--- src/pccb_pkg.sv ---
`timescale 1ns / 1ps

package pccb_pkg;

    // Default depth of the residual store
    localparam int MAX_CONSTRAINTS_DEF = 1024;

    // Field widths
    localparam int DATA_W     = 32;
    localparam int INDEX_W    = 10;
    localparam int EPS_W      = 16;
    localparam int IDX_EXT_W  = 17;
    localparam int CFG_ADDR_W = 3;
    localparam int APB_DATA_W = 32;

    // Divider geometry: |r| * 2^16 over |coef|, quotient kept to 33 bits
    localparam int DIVIDEND_W = 48;
    localparam int QUOT_W     = 33;
    localparam int DIV_STEPS  = 33;
    localparam int DIV_CNT_W  = 6;

    // Operation codes
    localparam logic [1:0] OP_WRITE     = 2'd0;
    localparam logic [1:0] OP_UPDATE    = 2'd1;
    localparam logic [1:0] OP_INTERSECT = 2'd2;

    // Register indexes
    localparam logic REG_EPS = 1'b0;

    localparam logic [EPS_W-1:0] EPS_RESET = 16'd1;

    localparam logic signed [DATA_W-1:0] FULL_NEG = 32'sh8000_0000;
    localparam logic signed [DATA_W-1:0] FULL_POS = 32'sh7FFF_FFFF;

    typedef enum logic [3:0] {
        ST_IDLE,
        ST_DISPATCH,
        ST_WRITE,
        ST_READ,
        ST_MUL,
        ST_SUB,
        ST_DSTART,
        ST_DWAIT,
        ST_FOLD,
        ST_EMIT
    } pccb_state_t;

    typedef struct packed {
        logic                  start;
        logic [DIVIDEND_W-1:0] dividend;
        logic [DATA_W-1:0]     divisor;
    } div_req_t;

    typedef struct packed {
        logic              done;
        logic              ovf;
        logic [QUOT_W-1:0] quotient;
    } div_rsp_t;

endpackage

--- src/pccb_cfg.sv ---
`timescale 1ns / 1ps

module pccb_cfg (
    input  logic                             clk,
    input  logic                             rst_n,
    input  logic                             psel,
    input  logic                             penable,
    input  logic                             pwrite,
    input  logic [pccb_pkg::CFG_ADDR_W-1:0]  paddr,
    input  logic [pccb_pkg::APB_DATA_W-1:0]  pwdata,
    output logic [pccb_pkg::APB_DATA_W-1:0]  prdata,
    output logic                             pready,
    output logic [pccb_pkg::EPS_W-1:0]       eps
);
    import pccb_pkg::*;

    logic [EPS_W-1:0] eps_reg;
    logic             reg_idx;
    logic             wr_hit;

    // Decode the word index from the byte address
    assign reg_idx = paddr[CFG_ADDR_W-1];
    assign wr_hit  = psel && penable && pwrite && (reg_idx == REG_EPS);

    // Hold the threshold register
    always_ff @(posedge clk or negedge rst_n)
    begin
        if (!rst_n)
        begin
            eps_reg <= EPS_RESET;
        end
        else if (wr_hit)
        begin
            eps_reg <= pwdata[EPS_W-1:0];
        end
    end

    // Return the addressed register on reads
    always_comb
    begin
        case (reg_idx)
            REG_EPS: prdata = {{(APB_DATA_W-EPS_W){1'b0}}, eps_reg};
            default: prdata = '0;
        endcase
    end

    assign pready = 1'b1;
    assign eps    = eps_reg;

endmodule

--- config.mk ---
export PLATFORM = sky130hd
export DESIGN_NAME = pccb_cfg
export DESIGN_NICKNAME = d
export VERILOG_FILES = /design/src/pccb_pkg.sv /design/src/pccb_cfg.sv
export SDC_FILE = /design/constraint.sdc
export NUM_CORES = 1
export LEC_CHECK = 0
export BUFFER_PORTS_ARGS = -buffer_cell sky130_fd_sc_hd__buf_2
export CORE_MARGIN = 1.5
export CORE_UTILIZATION = 35
export DETAILED_ROUTE_END_ITERATION = 8
export MAX_ROUTING_LAYER = met4
export PLACE_DENSITY = 0.76
export SKIP_CTS_REPAIR_TIMING = 1
export SYNTH_ARGS = -nofsm -noshare
export SYNTH_HDL_FRONTEND = slang
export SYNTH_SLANG_ARGS = --single-unit
--- constraint.sdc ---
create_clock -name clk -period 0.8 [get_ports clk]
set_input_delay 0.04 -clock clk [delete_from_list [all_inputs] [get_ports clk]]
set_output_delay 0.04 -clock clk [all_outputs]
set_load 0.02 [all_outputs]
# == Word-level counts from Yosys, hierarchy flattened ==
# Cells that the tools add are included.
# W data, S select, Z words.
# totals
ram_bits,0
output_inout_bits,49
ff_bits,16
input_bits,40
wordCells,6
latchBits,0
rom_bits,0
n_memories,0
# op_classes
n_div,0
mux,1
magnitude_cmp,0
reduce_logical,3
mul,0
shift,0
eq_ne,0
bitwise,1
addsub,0
# op_table
operator,n
$mux W16,1
$logic_and A1 B1 Y1,3
$not A1 Y1,1

# == Logic depth before layout (Yosys ltp) ==
# Gate-level depths: netlist of the first run.
# depth
depth_word,3
ltp_mapped,3
mapped_depth_nobuf,2

# == Least setup slack after synthesis of the first run ==
# OpenSTA, ideal clock, no wires.
# synth_timing
path_kind,register to output
startpoint,"register eps_reg[4], in the netlist eps[4]"
endpoint,output prdata[4] (netlist name)
path_stages_with_launch,2
path_slack_ns,-0.054
arrival_time_ns,0.814
required_time_ns,0.760
path_cell_list,dfrtp_1 -> nor2b_1
# synth_between
elab_chain_cells,1
# synth_rtl
item,line_no,rtl
from (decl),pccb_cfg.sv:17,logic [EPS_W-1:0] eps_reg;
from (signal assigned),pccb_cfg.sv:34,eps_reg <= pwdata[EPS_W-1:0];
$mux W16,pccb_cfg.sv:41,case (reg_idx)
to (decl),pccb_cfg.sv:11,"output logic [pccb_pkg::APB_DATA_W-1:0] prdata,"
# Every way passes these cells.

# == Worst setup path after layout of the first run ==
# layout_timing
startpoint,"register eps_reg[0], in the netlist eps[0]"
endpoint,output prdata[0] (netlist name)
# Same word-level chain as after synthesis.

==> results of run 1 <==
-- power by group --
| group | internal [uW] | switching (uW) |
|---|---|---|
| sequential | 1010 | 190 |
| combinational | 1030 | 753 |
| clock | 277 | 256 |
-- cells in the mapped netlist --
cell	instances	area share, %
mux2_2	6	7.5
dfstp_2	1	2.9
nor2b_1	10	6.9
nand4b_4	1	2.6
clkbuf_1	1	0.42
mux2_4	10	17
buf_6	1	1.2
and2b_1	6	5.0
buf_4	17	14
dfrtp_1	15	42
conb_1	2	0.83
-- cell families after synthesis --
| logic type | Yosys count | share of synthesized area [%] |
|---|---|---|
| buf+inv | 19 | 15.8 |
| mux | 16 | 24.2 |
| flops | 16 | 44.6 |
| other cells | 2 | 0.834 |
| simple gates | 17 | 14.6 |
-- stage by stage --
step,cells,utilization [%],area [um^2],setup slack [ps]
final,177,68.0,1670,-332
after global routing,177,68.0,1670,-387
after CTS,156,49.8,1220,-359
after detailed placement,152,48.3,1190,-138
after global placement,152,48.3,1190,-112
after floorplan,85,-,991,-41.3
-- area by class of cell --
| class | count | area [um^2] |
|---|---|---|
| multi-input combinational | 50 | 482 |
| timing repair buffer | 77 | 704 |
| tap | 30 | 37.5 |
| sequential | 16 | 409 |
| fill | 181 | 786 |
| clock buffer | 4 | 36.3 |
-- routing by layer --
layer,share of wire (%),wire (um)
met5,0,0
met4,2.1,50
met3,9.3,226
met2,52,1270
met1,37,892
-- critical path, stage by stage (launching register included) --
cell and delay [ps]:
dfstp_2 550, and2b_2 150, buf_6 110
-- how the worst max path moves through the flow --
| stage | start | endpoint | slack, ps |
|---|---|---|---|
| 3_3_place_gp | paddr[2] | eps[9] | -110 |
| 3_5_place_dp | paddr[2] | eps[9] | -140 |
| 2_1_floorplan | paddr[2] | eps[1] | -40 |
| 5_1_grt | eps[0] | prdata[0] | -390 |
| 4_1_cts | eps[0] | prdata[0] | -360 |
| 6_report | eps[0] | prdata[0] | -330 |
==> results.sh, run 1 <==
export IMPL_syn_to_final_growth_pct=85.3
export IMPL_drc=0
export IMPL_gp_congestion=0.704
export IMPL_clock_root_buffer="clkbuf_4"
export IMPL_grt_pass1_vias=618
export IMPL_yosys_warnings=0
export IMPL_skew_ps=0
export IMPL_max_freq_ghz=0.884
export IMPL_critical_path_required_ps=760
export IMPL_drv_slew=0
export IMPL_ioPinCount=89
export IMPL_netlist_instances=70
export IMPL_viasPerCell=4.21
export IMPL_finalSetupTns_ps=-6040
export IMPL_final_cell_mix="buf_6 (33), buf_2 (21), conb_1 (17), dlygate4sd3_1 (17), mux2_4 (16)"
export IMPL_timing_rr_start="eps[4]"
export IMPL_post_drt_wl_per_cell_um=13.8
export IMPL_overflow=0
export IMPL_antenna_found_initial=0
export IMPL_port_buffers=53
export IMPL_setup_worst_path_start_class="register"
export IMPL_leakage_uw=0.000893
export IMPL_wirelength_um=2440
export IMPL_diodes=0
export IMPL_grtUsageTotal_pct=13.8
export IMPL_end_kind="primary output"
export IMPL_grtUsageMet1_pct=16.2
export IMPL_largest_reg_flops=16
export IMPL_layout_drive_gt1_share_pct=67.3
export IMPL_setup_ws_ps=-332
export IMPL_finalSetupViolations=36
export IMPL_start_util_pct=36.7
export IMPL_period_needed_ps=1130
export IMPL_mostFrequentLayoutCell="buf_6"
export IMPL_vias=745
export IMPL_grt_max_degree=17
export IMPL_fin_crit_sh_pct=141
export IMPL_fp_dieW_um=53.7
export IMPL_violations="negative setup slack"
export IMPL_drv_cap=0
export IMPL_fin_hold_ws_ps=200
export IMPL_use_met2_pct=21.3
export IMPL_synth_area_um2=901
export IMPL_p_per_area_nw_per_um2=2110
export IMPL_hold_class="in -> async"
export IMPL_r2r_slack_ps=-130
export IMPL_row_count=18
export IMPL_drt_iter0_drc=0
export IMPL_ys_seq_elements=16
export IMPL_synth_distinct_cells=11
export IMPL_grt_use_met3_pct=2.78
export IMPL_r2r_end="eps[4]"
export IMPL_drt_pass1_iter_count=1
export IMPL_place_hpwl_um=1390
export IMPL_grt_pass1_wl_um=2660
export IMPL_synth_seq_area_share_pct=44.6
export IMPL_p_total_uw=3520
export IMPL_coreArea_um2=2450
export IMPL_htree_levels=1
export IMPL_critPathArrivalTime_ps=1090
export IMPL_grt_busiest_layer="met2"
export IMPL_status="complete, but fails checks"
export IMPL_irDropWorstVdd_mv=1.31
export IMPL_syn_area_per_cell_um2=12.9
export IMPL_crit_type="reg -> out"
export IMPL_critical_path_max_fanout=3
export IMPL_clk_latency_ps=280
export IMPL_die_area_um2=2890
export IMPL_cts_sinks=16
export IMPL_rsz0062_at_grt="true"
export IMPL_nNetsFinal=188
export IMPL_clk_pin_slew_ps=90
export IMPL_cts_buffer_depth=2
export IMPL_r2r_cells=2
export IMPL_die_h_um=53.7
export IMPL_cts_buffers=3
export IMPL_drtAntennaViolNets=0
export IMPL_hold_viol=0
export IMPL_tritoncts="yes"
(Power assumes the default switching activity.)
==> inputs of run 2 (changes only) <==
--- a/config.mk
+++ b/config.mk
@@ -5,9 +5,10 @@
 export SDC_FILE = /design/constraint.sdc
 export NUM_CORES = 1
 export LEC_CHECK = 0
+export ABC_AREA = 1
 export BUFFER_PORTS_ARGS = -buffer_cell sky130_fd_sc_hd__buf_2
 export CORE_MARGIN = 1.5
-export CORE_UTILIZATION = 35
+export CORE_UTILIZATION = 36
 export DETAILED_ROUTE_END_ITERATION = 8
 export MAX_ROUTING_LAYER = met4
 export PLACE_DENSITY = 0.76
==> results.sh, run 2 <==
export IMPL_vias=964
export IMPL_status="complete, but fails checks"
export IMPL_ys_top_cells_by_area="dfrtp_1 (40%), buf_4 (14%), nand2_1 (13%), nand3_1 (8.5%), inv_1 (6.8%)"
export IMPL_layout_drive_gt1_share_pct=46.6
export IMPL_netlist_instances=125
export IMPL_port_buffers=53
export IMPL_coreArea_um2=2480
export IMPL_critical_path_required_ps=760
export IMPL_ys_seq_elements=16
export IMPL_drt_pass1_iter_count=2
export IMPL_fp_dieW_um=54.1
export IMPL_synth_area_um2=940
export IMPL_cts_buffers=3
export IMPL_syn_to_final_growth_pct=66.7
export IMPL_max_freq_ghz=0.897
export IMPL_violations="negative hold slack, negative setup slack"
export IMPL_drtAntennaViolNets=0
export IMPL_finalSetupTns_ps=-4820
export IMPL_hold_class="in -> reg"
export IMPL_cts_buffer_depth=2
export IMPL_drv_slew=0
export IMPL_row_count=18
export IMPL_synth_xor_area_share_pct=0
export IMPL_ioPinCount=89
export IMPL_die_h_um=54.1
export IMPL_drt_iter0_drc=6
export IMPL_start_util_pct=37.9
export IMPL_drv_cap=0
export IMPL_synth_top_family_by_area="simple AND/OR/NAND/NOR gates"
export IMPL_startpoint="eps[0]"
export IMPL_place_hpwl_um=1560
export IMPL_skew_ps=0
export IMPL_grt_pass1_wl_um=2920
export IMPL_end_kind="primary output"
export IMPL_syn_area_per_cell_um2=7.52
export IMPL_critPathArrivalTime_ps=1080
export IMPL_viasPerCell=4.32
export IMPL_max_stage_delay_ps=570
export IMPL_fin_hold_ws_ps=-13.7
export IMPL_final_cell_mix="nand2_1 (33), buf_6 (31), buf_2 (22)"
export IMPL_dpl_cell_count=206
export IMPL_hold_viol=6
export IMPL_gp_congestion=0.729
export IMPL_rsz0062_at_grt="true"
export IMPL_synthMuxAreaShare_pct=0
export IMPL_synth_fa_ha_area_share_pct=0
export IMPL_cts_sinks=16
export IMPL_mostFrequentLayoutCell="nand2_1"
export IMPL_post_drt_wl_per_cell_um=11.0
export IMPL_irDropWorstVdd_mv=1.19
export IMPL_nNetsFinal=234
export IMPL_clock_root_buffer="clkbuf_4"
export IMPL_grt_max_degree=17
export IMPL_crit_type="reg -> out"
export IMPL_tritoncts="yes"
export IMPL_synth_common_cells="nand2_1 (33), buf_4 (18), inv_1 (17), nand3_1 (16), nor2_1 (16)"
export IMPL_largest_reg_flops=16
export IMPL_htree_levels=1
export IMPL_antenna_found_initial=0
export IMPL_grt_pass1_vias=675
export IMPL_synth_distinct_cells=13
export IMPL_synth_seq_area_share_pct=42.7
export IMPL_timing_rr_start="eps[7]"
export IMPL_overflow=0
export IMPL_leakage_uw=0.000883
export IMPL_diodes=0
export IMPL_drc=0
export IMPL_period_needed_ps=1120
export IMPL_die_area_um2=2930
export IMPL_clk_latency_ps=270
export IMPL_async_reset_ff_share_pct=100
export IMPL_slowest_stage="dfstp_2"
export IMPL_synth_top_area_share_pct=39.9
export IMPL_synth_most_common_cell="nand2_1"
export IMPL_synth_compound_area_share_pct=0
export IMPL_hold_path_startpoint="pwdata[9]"
export IMPL_finalSetupViolations=32
export IMPL_fin_crit_sh_pct=139
export IMPL_setup_worst_path_start_class="register"
export IMPL_yosys_warnings=0
export IMPL_grtUsageTotal_pct=14.3
export IMPL_critical_path_max_fanout=3
export IMPL_synth_edff_count=0
export IMPL_setup_ws_ps=-315
export IMPL_crit_chain="inv_2, nor2_4, buf_6"
export IMPL_p_per_area_nw_per_um2=1920
export IMPL_yosys_area_share_simple_pct=31.4
export IMPL_ys_flop_type="dfrtp_1"
export IMPL_wirelength_um=2450
export IMPL_clk_pin_slew_ps=90
export IMPL_synth_top_area_cell="dfrtp_1"
export IMPL_instances_no_fill=223
## run 2: changes by cell type after synthesis, sizes merged, moves of 6 or more
cell / before / now
mux2: 16 / 0
and2b: 6 / 0
nor2: 0 / 17
nor2b: 10 / 0
inv: 0 / 18
nand2: 0 / 34
nand3: 0 / 16
## run 2: worst paths after layout
| path | end | slack, ps | depth (start not counted) |
|---|---|---|---|
| max | prdata[0] | -320 | 3 |
| min | eps[9] | -10 | 3 |
| max reg2reg | eps[7] | 40 | 3 |
| min reg2reg | eps[0] | 490 | 2 |
| max in group asynchronous | eps[0] | 290 | 2 |
| min in group asynchronous | eps[10] | 190 | 2 |
## run 2: worst max-delay path: cells and delay by family, from the launching register on
kind                   cells  cell delay [ps]
flip-flops                 1              570
buffers and inverters      2              170
AND/OR/NAND/NOR            1               70
## run 2: stage by stage
stage	total power, uW	worst slack (ps)	cell area (um^2)	util [%]	hold slack, ps
floorplan	1850	-35.2	1040	-	-256
global route	3220	-374	1570	63.2	-2.54
global placement	2130	-28.4	1230	49.5	-33.4
detailed placement	2150	-56.3	1230	49.5	-35.3
CTS	2580	-372	1250	50.6	-351
finish	3010	-315	1570	63.2	-13.7
## run 2: layout make-up
cell class                      instances  area, um^2
Inverter                               18        67.6
Multi-Input combinational cell         84         404
Sequential cell                        16         402
Tap cell                               30        37.5
Clock buffer                            4        26.3
Timing Repair Buffer                   71         629
Fill cell                             198         911
## run 2: layer usage
| layer | wire, um | global-route usage [%] | vias to the layer above |
|---|---|---|---|
| met3 | 137 | 1.94 | 2 |
| met4 | 21 | 8.75 | 0 |
| met5 | 0 | - | - |
| met1 | 921 | 15.6 | 449 |
| met2 | 1370 | 24.4 | 39 |
| li1 | - | - | 474 |
## run 2: where the power goes
| part | internal, uW | switching (uW) | leakage, uW |
|---|---|---|---|
| Clock | 193 | 241 | 0.0000150 |
| Sequential | 967 | 160 | 0.000199 |
| Combinational | 685 | 764 | 0.000669 |
| Total | 1850 | 1170 | 0.000883 |
## run 2: cells by family after synthesis
kind of cell	Yosys count
other	2
buffers and inverters	40
and+or+nand+nor	67
DFF	16
