==> config.mk <==
export PLATFORM = sky130hd
export DESIGN_NAME = pccb_div
export DESIGN_NICKNAME = d
export VERILOG_FILES = /design/src/pccb_pkg.sv /design/src/pccb_div.sv
export SDC_FILE = /design/constraint.sdc
export NUM_CORES = 1
export LEC_CHECK = 0
export BUFFER_PORTS_ARGS = -buffer_cell sky130_fd_sc_hd__buf_4
export CAP_MARGIN = 5
export CORE_MARGIN = 5
export CORE_UTILIZATION = 50
export DETAILED_ROUTE_END_ITERATION = 6
export MAX_ROUTING_LAYER = met4
export PLACE_DENSITY = 0.71
export SLEW_MARGIN = 20
export SYNTH_ARGS = -nofsm -noshare
export SYNTH_HDL_FRONTEND = slang
export SYNTH_SLANG_ARGS = --single-unit
export TNS_END_PERCENT = 100
==> constraint.sdc <==
create_clock -name clk -period 6.4 [get_ports clk]
set_input_delay 0.64 -clock clk [delete_from_list [all_inputs] [get_ports clk]]
set_output_delay 0.64 -clock clk [all_outputs]
set_load 0.02 [all_outputs]
==> src/pccb_pkg.sv <==
`timescale 1ns / 1ps

package pccb_pkg;

    // Default depth of the residual store
    localparam int MAX_CONSTRAINTS_DEF = 1024;

    // Field widths
    localparam int DATA_W     = 32;
    localparam int INDEX_W    = 10;
    localparam int EPS_W      = 16;
    localparam int IDX_EXT_W  = 17;
    localparam int CFG_ADDR_W = 3;
    localparam int APB_DATA_W = 32;

    // Divider geometry: |r| * 2^16 over |coef|, quotient kept to 33 bits
    localparam int DIVIDEND_W = 48;
    localparam int QUOT_W     = 33;
    localparam int DIV_STEPS  = 33;
    localparam int DIV_CNT_W  = 6;

    // Operation codes
    localparam logic [1:0] OP_WRITE     = 2'd0;
    localparam logic [1:0] OP_UPDATE    = 2'd1;
    localparam logic [1:0] OP_INTERSECT = 2'd2;

    // Register indexes
    localparam logic REG_EPS = 1'b0;

    localparam logic [EPS_W-1:0] EPS_RESET = 16'd1;

    localparam logic signed [DATA_W-1:0] FULL_NEG = 32'sh8000_0000;
    localparam logic signed [DATA_W-1:0] FULL_POS = 32'sh7FFF_FFFF;

    typedef enum logic [3:0] {
        ST_IDLE,
        ST_DISPATCH,
        ST_WRITE,
        ST_READ,
        ST_MUL,
        ST_SUB,
        ST_DSTART,
        ST_DWAIT,
        ST_FOLD,
        ST_EMIT
    } pccb_state_t;

    typedef struct packed {
        logic                  start;
        logic [DIVIDEND_W-1:0] dividend;
        logic [DATA_W-1:0]     divisor;
    } div_req_t;

    typedef struct packed {
        logic              done;
        logic              ovf;
        logic [QUOT_W-1:0] quotient;
    } div_rsp_t;

endpackage

==> src/pccb_div.sv <==
`timescale 1ns / 1ps

module pccb_div (
    input  logic                clk,
    input  logic                rst_n,
    input  pccb_pkg::div_req_t  req,
    output pccb_pkg::div_rsp_t  rsp
);
    import pccb_pkg::*;

    localparam int HI_W = DIVIDEND_W - QUOT_W;

    logic                 busy_reg;
    logic                 done_reg;
    logic                 ovf_reg;
    logic [DIV_CNT_W-1:0] cnt_reg;
    logic [DATA_W-1:0]    rem_reg;
    logic [QUOT_W-1:0]    dq_reg;
    logic [DATA_W:0]      trial;
    logic [DATA_W:0]      hi_ext;
    logic                 fits;

    // Form the trial remainder for one restoring step
    assign trial  = {rem_reg, dq_reg[QUOT_W-1]};
    assign fits   = trial >= {1'b0, req.divisor};
    assign hi_ext = {{(DATA_W+1-HI_W){1'b0}}, req.dividend[DIVIDEND_W-1:QUOT_W]};

    // Sequence control
    always_ff @(posedge clk or negedge rst_n)
    begin
        if (!rst_n)
        begin
            busy_reg <= 1'b0;
            done_reg <= 1'b0;
            cnt_reg  <= '0;
        end
        else
        begin
            done_reg <= 1'b0;
            if (req.start)
            begin
                busy_reg <= 1'b1;
                cnt_reg  <= '0;
            end
            else if (busy_reg)
            begin
                cnt_reg <= cnt_reg + 1'b1;
                if (cnt_reg == DIV_CNT_W'(DIV_STEPS - 1))
                begin
                    busy_reg <= 1'b0;
                    done_reg <= 1'b1;
                end
            end
        end
    end

    // Shift one quotient bit in per cycle; flag quotients of 2^33 and up at start
    always_ff @(posedge clk)
    begin
        if (req.start)
        begin
            rem_reg <= hi_ext[DATA_W-1:0];
            ovf_reg <= hi_ext >= {1'b0, req.divisor};
            dq_reg  <= req.dividend[QUOT_W-1:0];
        end
        else if (busy_reg)
        begin
            if (fits)
            begin
                rem_reg <= DATA_W'(trial - {1'b0, req.divisor});
            end
            else
            begin
                rem_reg <= trial[DATA_W-1:0];
            end
            dq_reg <= {dq_reg[QUOT_W-2:0], fits};
        end
    end

    assign rsp.done     = done_reg;
    assign rsp.ovf      = ovf_reg;
    assign rsp.quotient = dq_reg;

endmodule

### Yosys cells after proc, flatten, opt, wreduce, memory -nomap -nowiden

Index checks and enable logic that the tools add are counted.

* muxes and demuxes: 13
* order comparisons: 2
* $add $sub $neg: 2
* equal/unequal tests: 1
* reductions and logical operators: 1

Operator list (number)
* 2-to-1 mux 33 bit: 2
* greater-or-equal comparator 33 x 32 -> 1 bit: 1
* greater-or-equal comparator 15 x 32 -> 1 bit: 1
* 2-to-1 mux 32 bit: 1
* subtractor 32 bit: 1
* 2-to-1 mux 15 bit: 2
* 2-to-1 mux 6 bit: 2
* adder 6 x 1 -> 6 bit, second input constant: 1
* == test 6 bit, second input constant: 1
* 2-to-1 mux 1 bit: 6
* nonzero test 2 bit: 1

* output and inout port bits: 35
* input bits: 83
* logic and storage cells: 26
* bits in registers: 74

### Longest topological paths before layout

Gate-level depths: netlist of run 1.

* word-level depth: 4
* gate-level depth with buffers: 15
* depth with buffers taken out: 13

### Least setup slack after synthesis of run 1

OpenSTA, ideal clock, no wires.

* path type: input to register
* start: in req[20] in the netlist's numbering
* end: reg rem_reg[10] (data pin)
* arrival time: 2.915 ns
* required time: 6.140 ns
* setup time: 0.260 ns
* buffers on the path: 2
* slack: 3.225 ns
* stages on the path: 13
* cells stage by stage: inv_1 ha_1 buf_2 nand2_1 nor2_2 nand4_1 or4_1 nor4_2 a311o_2 a311oi_2 buf_6 mux2_4 mux2_2

* longest elaborated chain between the ends: 4

Ends and longest elaborated chain
* start, declared: RTL line pccb_div.sv:6 `input pccb_pkg::div_req_t req,`
* greater-or-equal comparator 33 x 32 -> 1 bit: RTL line pccb_div.sv:25 `assign fits = trial >= {1'b0, req.divisor};`
* 2-to-1 mux 32 bit: RTL line pccb_div.sv:68 `if (fits)`
* 2-to-1 mux 15 bit: RTL line pccb_div.sv:66 `else if (busy_reg)`
* 2-to-1 mux 15 bit: RTL line pccb_div.sv:60 `if (req.start)`
* end signal, assigned: RTL line pccb_div.sv:62 `rem_reg <= hi_ext[DATA_W-1:0];`
* end signal, assigned: RTL line pccb_div.sv:70 `rem_reg <= DATA_W'(trial - {1'b0, req.divisor});`
* end signal, assigned: RTL line pccb_div.sv:74 `rem_reg <= trial[DATA_W-1:0];`
* end, declared: RTL line pccb_div.sv:17 `logic [DATA_W-1:0] rem_reg;`

No other way between the ends. The select of a mux whose other input is x is not followed.
A chain may end at the register's enable or synchronous reset.

### Worst setup path in the final report of run 1

* start: reg rem_reg[11]
* end: reg rem_reg[6] (data pin)

* longest elaborated chain between the ends: 4

Ends and longest elaborated chain (RTL line)
* greater-or-equal comparator 33 x 32 -> 1 bit: pccb_div.sv:25
* 2-to-1 mux 32 bit: pccb_div.sv:68
* 2-to-1 mux 15 bit: pccb_div.sv:66
* 2-to-1 mux 15 bit: pccb_div.sv:60

No other way between the ends. The select of a mux whose other input is x is not followed.

==> results of run 1 <==
## cells by family (layout without fill, tap and decap cells)
kind of cell    count (synthesis)  after routing  share of synthesized area [%]
compound gates                159            159                          19.63
xor+xnor                       30             30                          4.761
fa+ha+maj                      50             50                          11.47
buf+inv                        77            186                          5.871
flops                          74             74                          36.45
mux                            50             50                          10.04
simple gates                  139            139                          11.77
## worst paths after layout
kind | to | from
worst max-delay path | rem_reg[6] | rem_reg[11]
worst min-delay path | cnt_reg[5] | rst_n
worst max register to register | rem_reg[6] | rem_reg[11]
worst min register to register | rem_reg[31] | rem_reg[31]
max in group asynchronous | cnt_reg[4] | rst_n
min in group clk | rem_reg[31] | rem_reg[31]
## cell usage in the layout (no fill, tap or decap), types with 4 or more instances in the layout
cell and n:
buf_4 120, nor2_1 58, a21oi_1 52, inv_1 49, ha_1 49, edfxtp_1 49, mux2_2 39, nand2_1 31
a211oi_1 22, o21ai_0 19, dfxtp_1 17, a21o_1 16, xnor2_1 15, xor2_1 15, nand4_1 10, mux2i_1 10
clkbuf_8 9, a211oi_2 8, nor2b_1 8, dfrtp_1 8, a31oi_1 6, o21a_1 6, nand2b_1 5, nor4_1 5
nand3_1 4, o211ai_1 4, o21ai_1 4
## power groups by stage
stage	clock, uW	combinational, uW	sequential (uW)
6_report	369	1410	729
5_1_grt	398	1570	745
4_1_cts	379	1400	730
3_5_place_dp	0	1380	738
3_3_place_gp	0	1370	735
2_1_floorplan	0	1080	749
## critical path: cells and delay by family, from the launching register on
kind,cells,cell delay [ns]
compound gates,8,1.57
buf+inv,1,0.42
flops,1,0.41
simple gates,2,0.32
fa+ha+maj,1,0.38
## cell type report
type                       count  area [sq um]
clock buffer                  10         127.6
clock inverter                 6         65.06
fill                         969          4178
inverter                      50         187.7
multi-input combinational    428          3194
sequential                    74          2012
tap                          140         175.2
timing repair buffer         120         900.9
## synthesized netlist by cell type, types with 5 or more instances
master / instances
a211oi_1: 22
a211oi_2: 8
a21o_1: 16
a21oi_1: 52
a31oi_1: 6
clkbuf_1: 16
dfrtp_1: 8
dfxtp_1: 17
edfxtp_1: 49
ha_1: 49
inv_1: 50
mux2_2: 39
mux2i_1: 10
nand2_1: 31
nand2b_1: 5
nand4_1: 10
nor2_1: 58
nor2b_1: 8
nor4_1: 5
o21a_1: 6
o21ai_0: 19
xnor2_1: 15
xor2_1: 15
## metrics by stage
step           hold WS [ns]  utilization, %
2_1_floorplan        0.3444               -
6_report            0.08083           61.46
3_3_place_gp         0.4630           59.68
4_1_cts             0.06264           61.46
5_1_grt             0.07005           61.46
3_5_place_dp         0.4652           59.68
## metal layers
layer | track usage [%] | vias to the layer above
li1 | - | 2317
met3 | 4.579 | 23
met5 | - | -
met2 | 30.21 | 125
met4 | 6.964 | 0
met1 | 26.47 | 2143
==> results.md, run 1 <==
* Diode insertion count for antenna repair at 0
* Share of synthesized area occupied by flip-flops and latches at 36.45%
* Depth of the worst register-to-register path at 12
* Met3 wire length at 794 um
* Relative contribution of sequential cells to total power at 29.1%
* Cell Count Post-Placement at 812
* Switching part of the total power at 41.83%
* Number of placement rows at 38
* VDD IR-drop max at 0.2027 mV
* Post-synthesis to final-layout area growth at 20.72%
* Clock skew after layout at 0.01038 ns
* Wl on met1 at 6038 um
* Maximum cell stage delay along the critical path at 0.42 ns
* Nets at 816
* Final Non-Filler Cells at 828
* Net Count, Synth at 712
* Count of synthesis-stage warnings from yosys at 0
* Initial antenna violation count at 0
* Post-CTS resize count at 0
* Number of register bits inferred by synthesis at 74
* Run status: complete, no violations
* Headroom to the max-slew limit at 31.54%
* Startpoint class of the critical path: register
* Cell breakdown of the critical path: ha_1 > a21oi_1 > o21ai_0 > a21oi_1 > a211oi_1 > nor2_1 > o31ai_1 > a311oi_4 > buf_4 > nor2_1 > a211oi_1 > a21oi_1
* Largest cells by area after synthesis: edfxtp_1 (27%), ha_1 (11%), mux2_2 (8.0%)
* Crit. End Element: register
* Number of post-CTS setup repair buffers at 0
* Flip-flop count of the largest register after layout at 33
* Top-area cell type share of the netlist area at 26.66%
* I/O Buffers at 117
* Cell area reported after detailed placement at 6470 sq um
* Switching pwr at 1047 uW
* R2R Setup Slk at 3.00 ns
* Final setup viols at 0
* Top cell type by total area after synthesis: edfxtp_1
* Post-route standard cell area excluding fillers at 6663 sq um
* Initial Utilization at 50.91%
* Portion of total power attributed to combinational logic at 56.2%
* Cell chosen for the clock root: clkbuf_8
* Proportion of layout cells with a drive suffix above 1 at 28.05%
* Count of distinct cell types in the synthesized netlist at 63
* Sum of routed wire length over all layers at 12800 um
* Top layer in use: met4
* H-tree level count at 3
* DP Wirelength at 9614 um
* Core box area at 10840 sq um
* Clock latency at the later pin of the worst-skew pair at 0.37 ns
* Pin count of the biggest net entering global routing at 86
* Final hold viol count at 0
* Worst setup slack after placement at 2.717 ns
* Die height at 115.1 um
* I/O pin total at 118
* Total Power Consumption at 2504 uW
* Setup WS post-layout at 3.001 ns
* Most common flop cell mapped by yosys: edfxtp_1
* Max clock buf depth at 2
* DR pass1 iterations at 5
* Portion of total power attributed to the clock network at 14.7%
* Global-route wire length before repair at 20880 um
* Internal power at 1456 uW
* TritonCTS Sinks at 74
* Hold Path Class: in2async
* CP max-delay cell: buf_4
* Worst path most repeated cell: a21oi_1
* Largest fanout on the critical path at 36
* Number of vias per cell after detailed routing at 5.565
* Total vias in the final route at 4608
* Cell area power density at 375.8 nW/um^2
* Post-synthesis instance total at 579
* Hold-fix buffer count after cts at 0
* Length of routed met2 wiring at 5704 um
* Number of global-route vias before repair at 4593
* Maximum Capacitance Violations at 0
* Total congestion overflow at 0
* Final period util at 53.10%
* DRC violations left at 0
* CTS buffer count at 9
* TritonCTS clock tree: built
* Slew Viols, Final at 0
* Final setup TNS at 0 ns
* Endpoint required time on the critical path at 6.47 ns
* Slew at the pin with the worst max-slew slack at 1.027 ns
* CTS clk-pin slew, worst paths at 0.08 ns
* Placer's final routability congestion estimate at 0.9358
* Count of flip-flops with a built-in enable after synthesis at 49
* Maximum clock frequency at 0.2942 GHz
* Die boundary width at 115.1 um
* Category of the most critical setup path: reg2reg
* Floorplan die area at 13240 sq um
* GRT Util Overall at 20.00%
* Count of antenna-violating nets left after detailed routing at 0
* Final Critical Period at 3.399 ns
* Post-synthesis instance area at 5519 sq um
* P_leak at 0.003050 uW
* Average footprint of a synthesized cell at 9.532 sq um
* Data arrival, critical path at 3.47 ns
* Routed length per placed instance at 15.46 um
* Share of synthesized registers carrying an async set or reset at 10.81%
* RSZ-0062 raised after global routing: false
* Drt first-iter violations at 303
No activity file was read; power rests on OpenSTA's default activity.
==> inputs of run 2 (changes only) <==
Settings changed: PLACE_DENSITY 0.71 to 0.74.
Clock period 6.4 ns to 3 ns, I/O delays scaled along.
==> results.md, run 2 (synthesized netlist as in run 1, its figures left out) <==
* Run status: finished, violations left
* Violated checks: negative setup slack
* CTS clk-pin slew, worst paths at 0.08 ns (about the same)
* Worst path most repeated cell: a21oi_2
* TritonCTS Sinks at 74 (unchanged)
* Final setup TNS at -0.1673 ns (-0.1673 ns)
* R2R Setup Slk at -0.06 ns (-3.06 ns)
* Largest fanout on the critical path at 4 (-89%)
* Floorplan die area at 13240 sq um (unchanged)
* Pin count of the biggest net entering global routing at 49 (-43%)
* Flip-flop count of the largest register after layout at 33 (unchanged)
* Total congestion overflow at 0 (unchanged)
* Hold Path Class: in2reg
* Buf/Inv on CP at 1 (unchanged)
* DP Wirelength at 10850 um (+13%)
* Total Power Consumption at 7259 uW (+190%)
* I/O Buffers at 117 (unchanged)
* CP max-delay cell: edfxtp_1
* Slew Viols, Final at 0 (unchanged)
* DR pass1 iterations at 6 (+1)
* Clock latency at the later pin of the worst-skew pair at 0.37 ns (about the same)
* Sum of routed wire length over all layers at 15830 um (+24%)
* Endpoint required time on the critical path at 3.12 ns (-3.35 ns)
* Nets at 920 (+13%)
* Setup WS post-layout at -0.06281 ns (-3.064 ns)
* Worst setup slack after placement at -0.1705 ns (-2.887 ns)
* Number of placement rows at 38 (unchanged)
* Category of the most critical setup path: reg2reg
* Total vias in the final route at 5237 (+14%)
* Final setup viols at 5 (+5)
* Post-route standard cell area excluding fillers at 7934 sq um (+19%)
* Post-layout util at 73.19% (+12 points)
* Die height at 115.1 um (unchanged)
* Max clock buf depth at 2 (unchanged)
* Most frequent cells in the layout: buf_4 (205), inv_1 (49), edfxtp_1 (49)
* Initial antenna violation count at 0 (unchanged)
* TritonCTS clock tree: built
* Final Critical Period at 3.063 ns (-0.3357 ns)
* Count of antenna-violating nets left after detailed routing at 0 (unchanged)
* GRT Util Overall at 23.87% (+3.9 points)
* Diode insertion count for antenna repair at 0 (unchanged)
* Maximum Capacitance Violations at 0 (unchanged)
* Number of vias per cell after detailed routing at 5.619 (+0.97%)
* Initial Utilization at 50.91% (unchanged)
* Final hold viol count at 0 (unchanged)
* Maximum clock frequency at 0.3265 GHz (+11%)
* Final period util at 102.1% (+49 points)
* Cell area reported after detailed placement at 7098 sq um (+9.7%)
* Placer's final routability congestion estimate at 0.9684 (+3.5%)
* H-tree level count at 3 (unchanged)
* Commonest non-fill, non-tap cell in the layout: buf_4
* Headroom to the max-slew limit at 56.03% (+24 points)
* RSZ-0062 raised after global routing: true
* Drt first-iter violations at 348 (+15%)
* Startpoint class of the critical path: register
* Number of global-route vias before repair at 5417 (+18%)
* Maximum cell stage delay along the critical path at 0.42 ns (about the same)
* CTS buffer count at 9 (unchanged)
* Cell chosen for the clock root: clkbuf_8
* Proportion of layout cells with a drive suffix above 1 at 44.57% (+17 points)
* Routed length per placed instance at 16.99 um (+9.9%)
* Slew at the pin with the worst max-slew slack at 0.6596 ns (-0.3674 ns)
* Cell area power density at 914.9 nW/um^2 (+140%)
* Crit. End Element: register
* Die boundary width at 115.1 um (unchanged)
* VDD IR-drop max at 0.4169 mV (+110%)
* Global-route wire length before repair at 24750 um (+19%)
* Data arrival, critical path at 3.19 ns (-0.28 ns)
* Cell breakdown of the critical path: ha_1 > a21oi_2 > o21ai_0 > a21oi_2 > a211oi_2 > nor2_2 > o31ai_4 > a311oi_4 > buf_6 > mux2_4 > mux2_2
* P_leak at 0.003680 uW (+21%)
* Core box area at 10840 sq um (unchanged)
* I/O pin total at 118 (unchanged)
* Top delay family on crit path: compound AO/OA/AOI/OAI gates
* Post-synthesis to final-layout area growth at 43.75%
* DRC violations left at 0 (unchanged)
* Clock skew after layout at 0.01173 ns (+0.001347 ns)
run 2: path summary, 6_finish.rpt:
kind | from | cells past startpoint | endpoint
hold reg to reg | rem_reg[21] | 2 | rem_reg[21]
min in group asynchronous | rst_n | 2 | done_reg
setup / recovery | rem_reg[11] | 11 | rem_reg[10]
setup reg to reg | rem_reg[11] | 11 | rem_reg[10]
hold / removal | req[54] | 2 | dq_reg[22]
max in group asynchronous | rst_n | 2 | cnt_reg[3]
run 2: area by class of cell:
cell class	count	area (sq um)
multi-input cells	428	3577
fillers	766	2907
flip-flops and latches	74	2012
repair buffers	224	1797
inverters	50	187.7
well taps	140	175.2
clock buffers	10	127.6
clock inverters	6	57.56
run 2: timing repair:
item | CTS | global route
hold buffers | 1 | 0
pin swaps | 3 | 29
endpoints found under the setup margin | 26 | 33
resized for setup | 20 | 73
cloned | 1 | 2
buffers inserted | 13 | 7
endpoints found under the hold margin | 8 | 0
run 2: metal layers:
layer  vias up  GRT usage, %  routed length, um
met5         -             -                  0
met4         0         6.886                278
met3        26         4.737                955
met2       176         39.93               7879
met1      2517         29.31               6719
li1       2518             -                  -
run 2: metrics by stage:
stage / instances / hold WS, ns
after floorplan: 579 / 0.004409
after global placement: 894 / 0.1173
after detailed placement: 894 / 0.1233
after CTS: 925 / 0.2087
after global routing: 932 / 0.2073
final: 932 / 0.2277
run 2: report_power, final:
group | total [uW] | internal, uW | switching (uW)
Sequential | 1590 | 1390 | 198
Combinational | 4910 | 2530 | 2380
Clock | 765 | 377 | 388
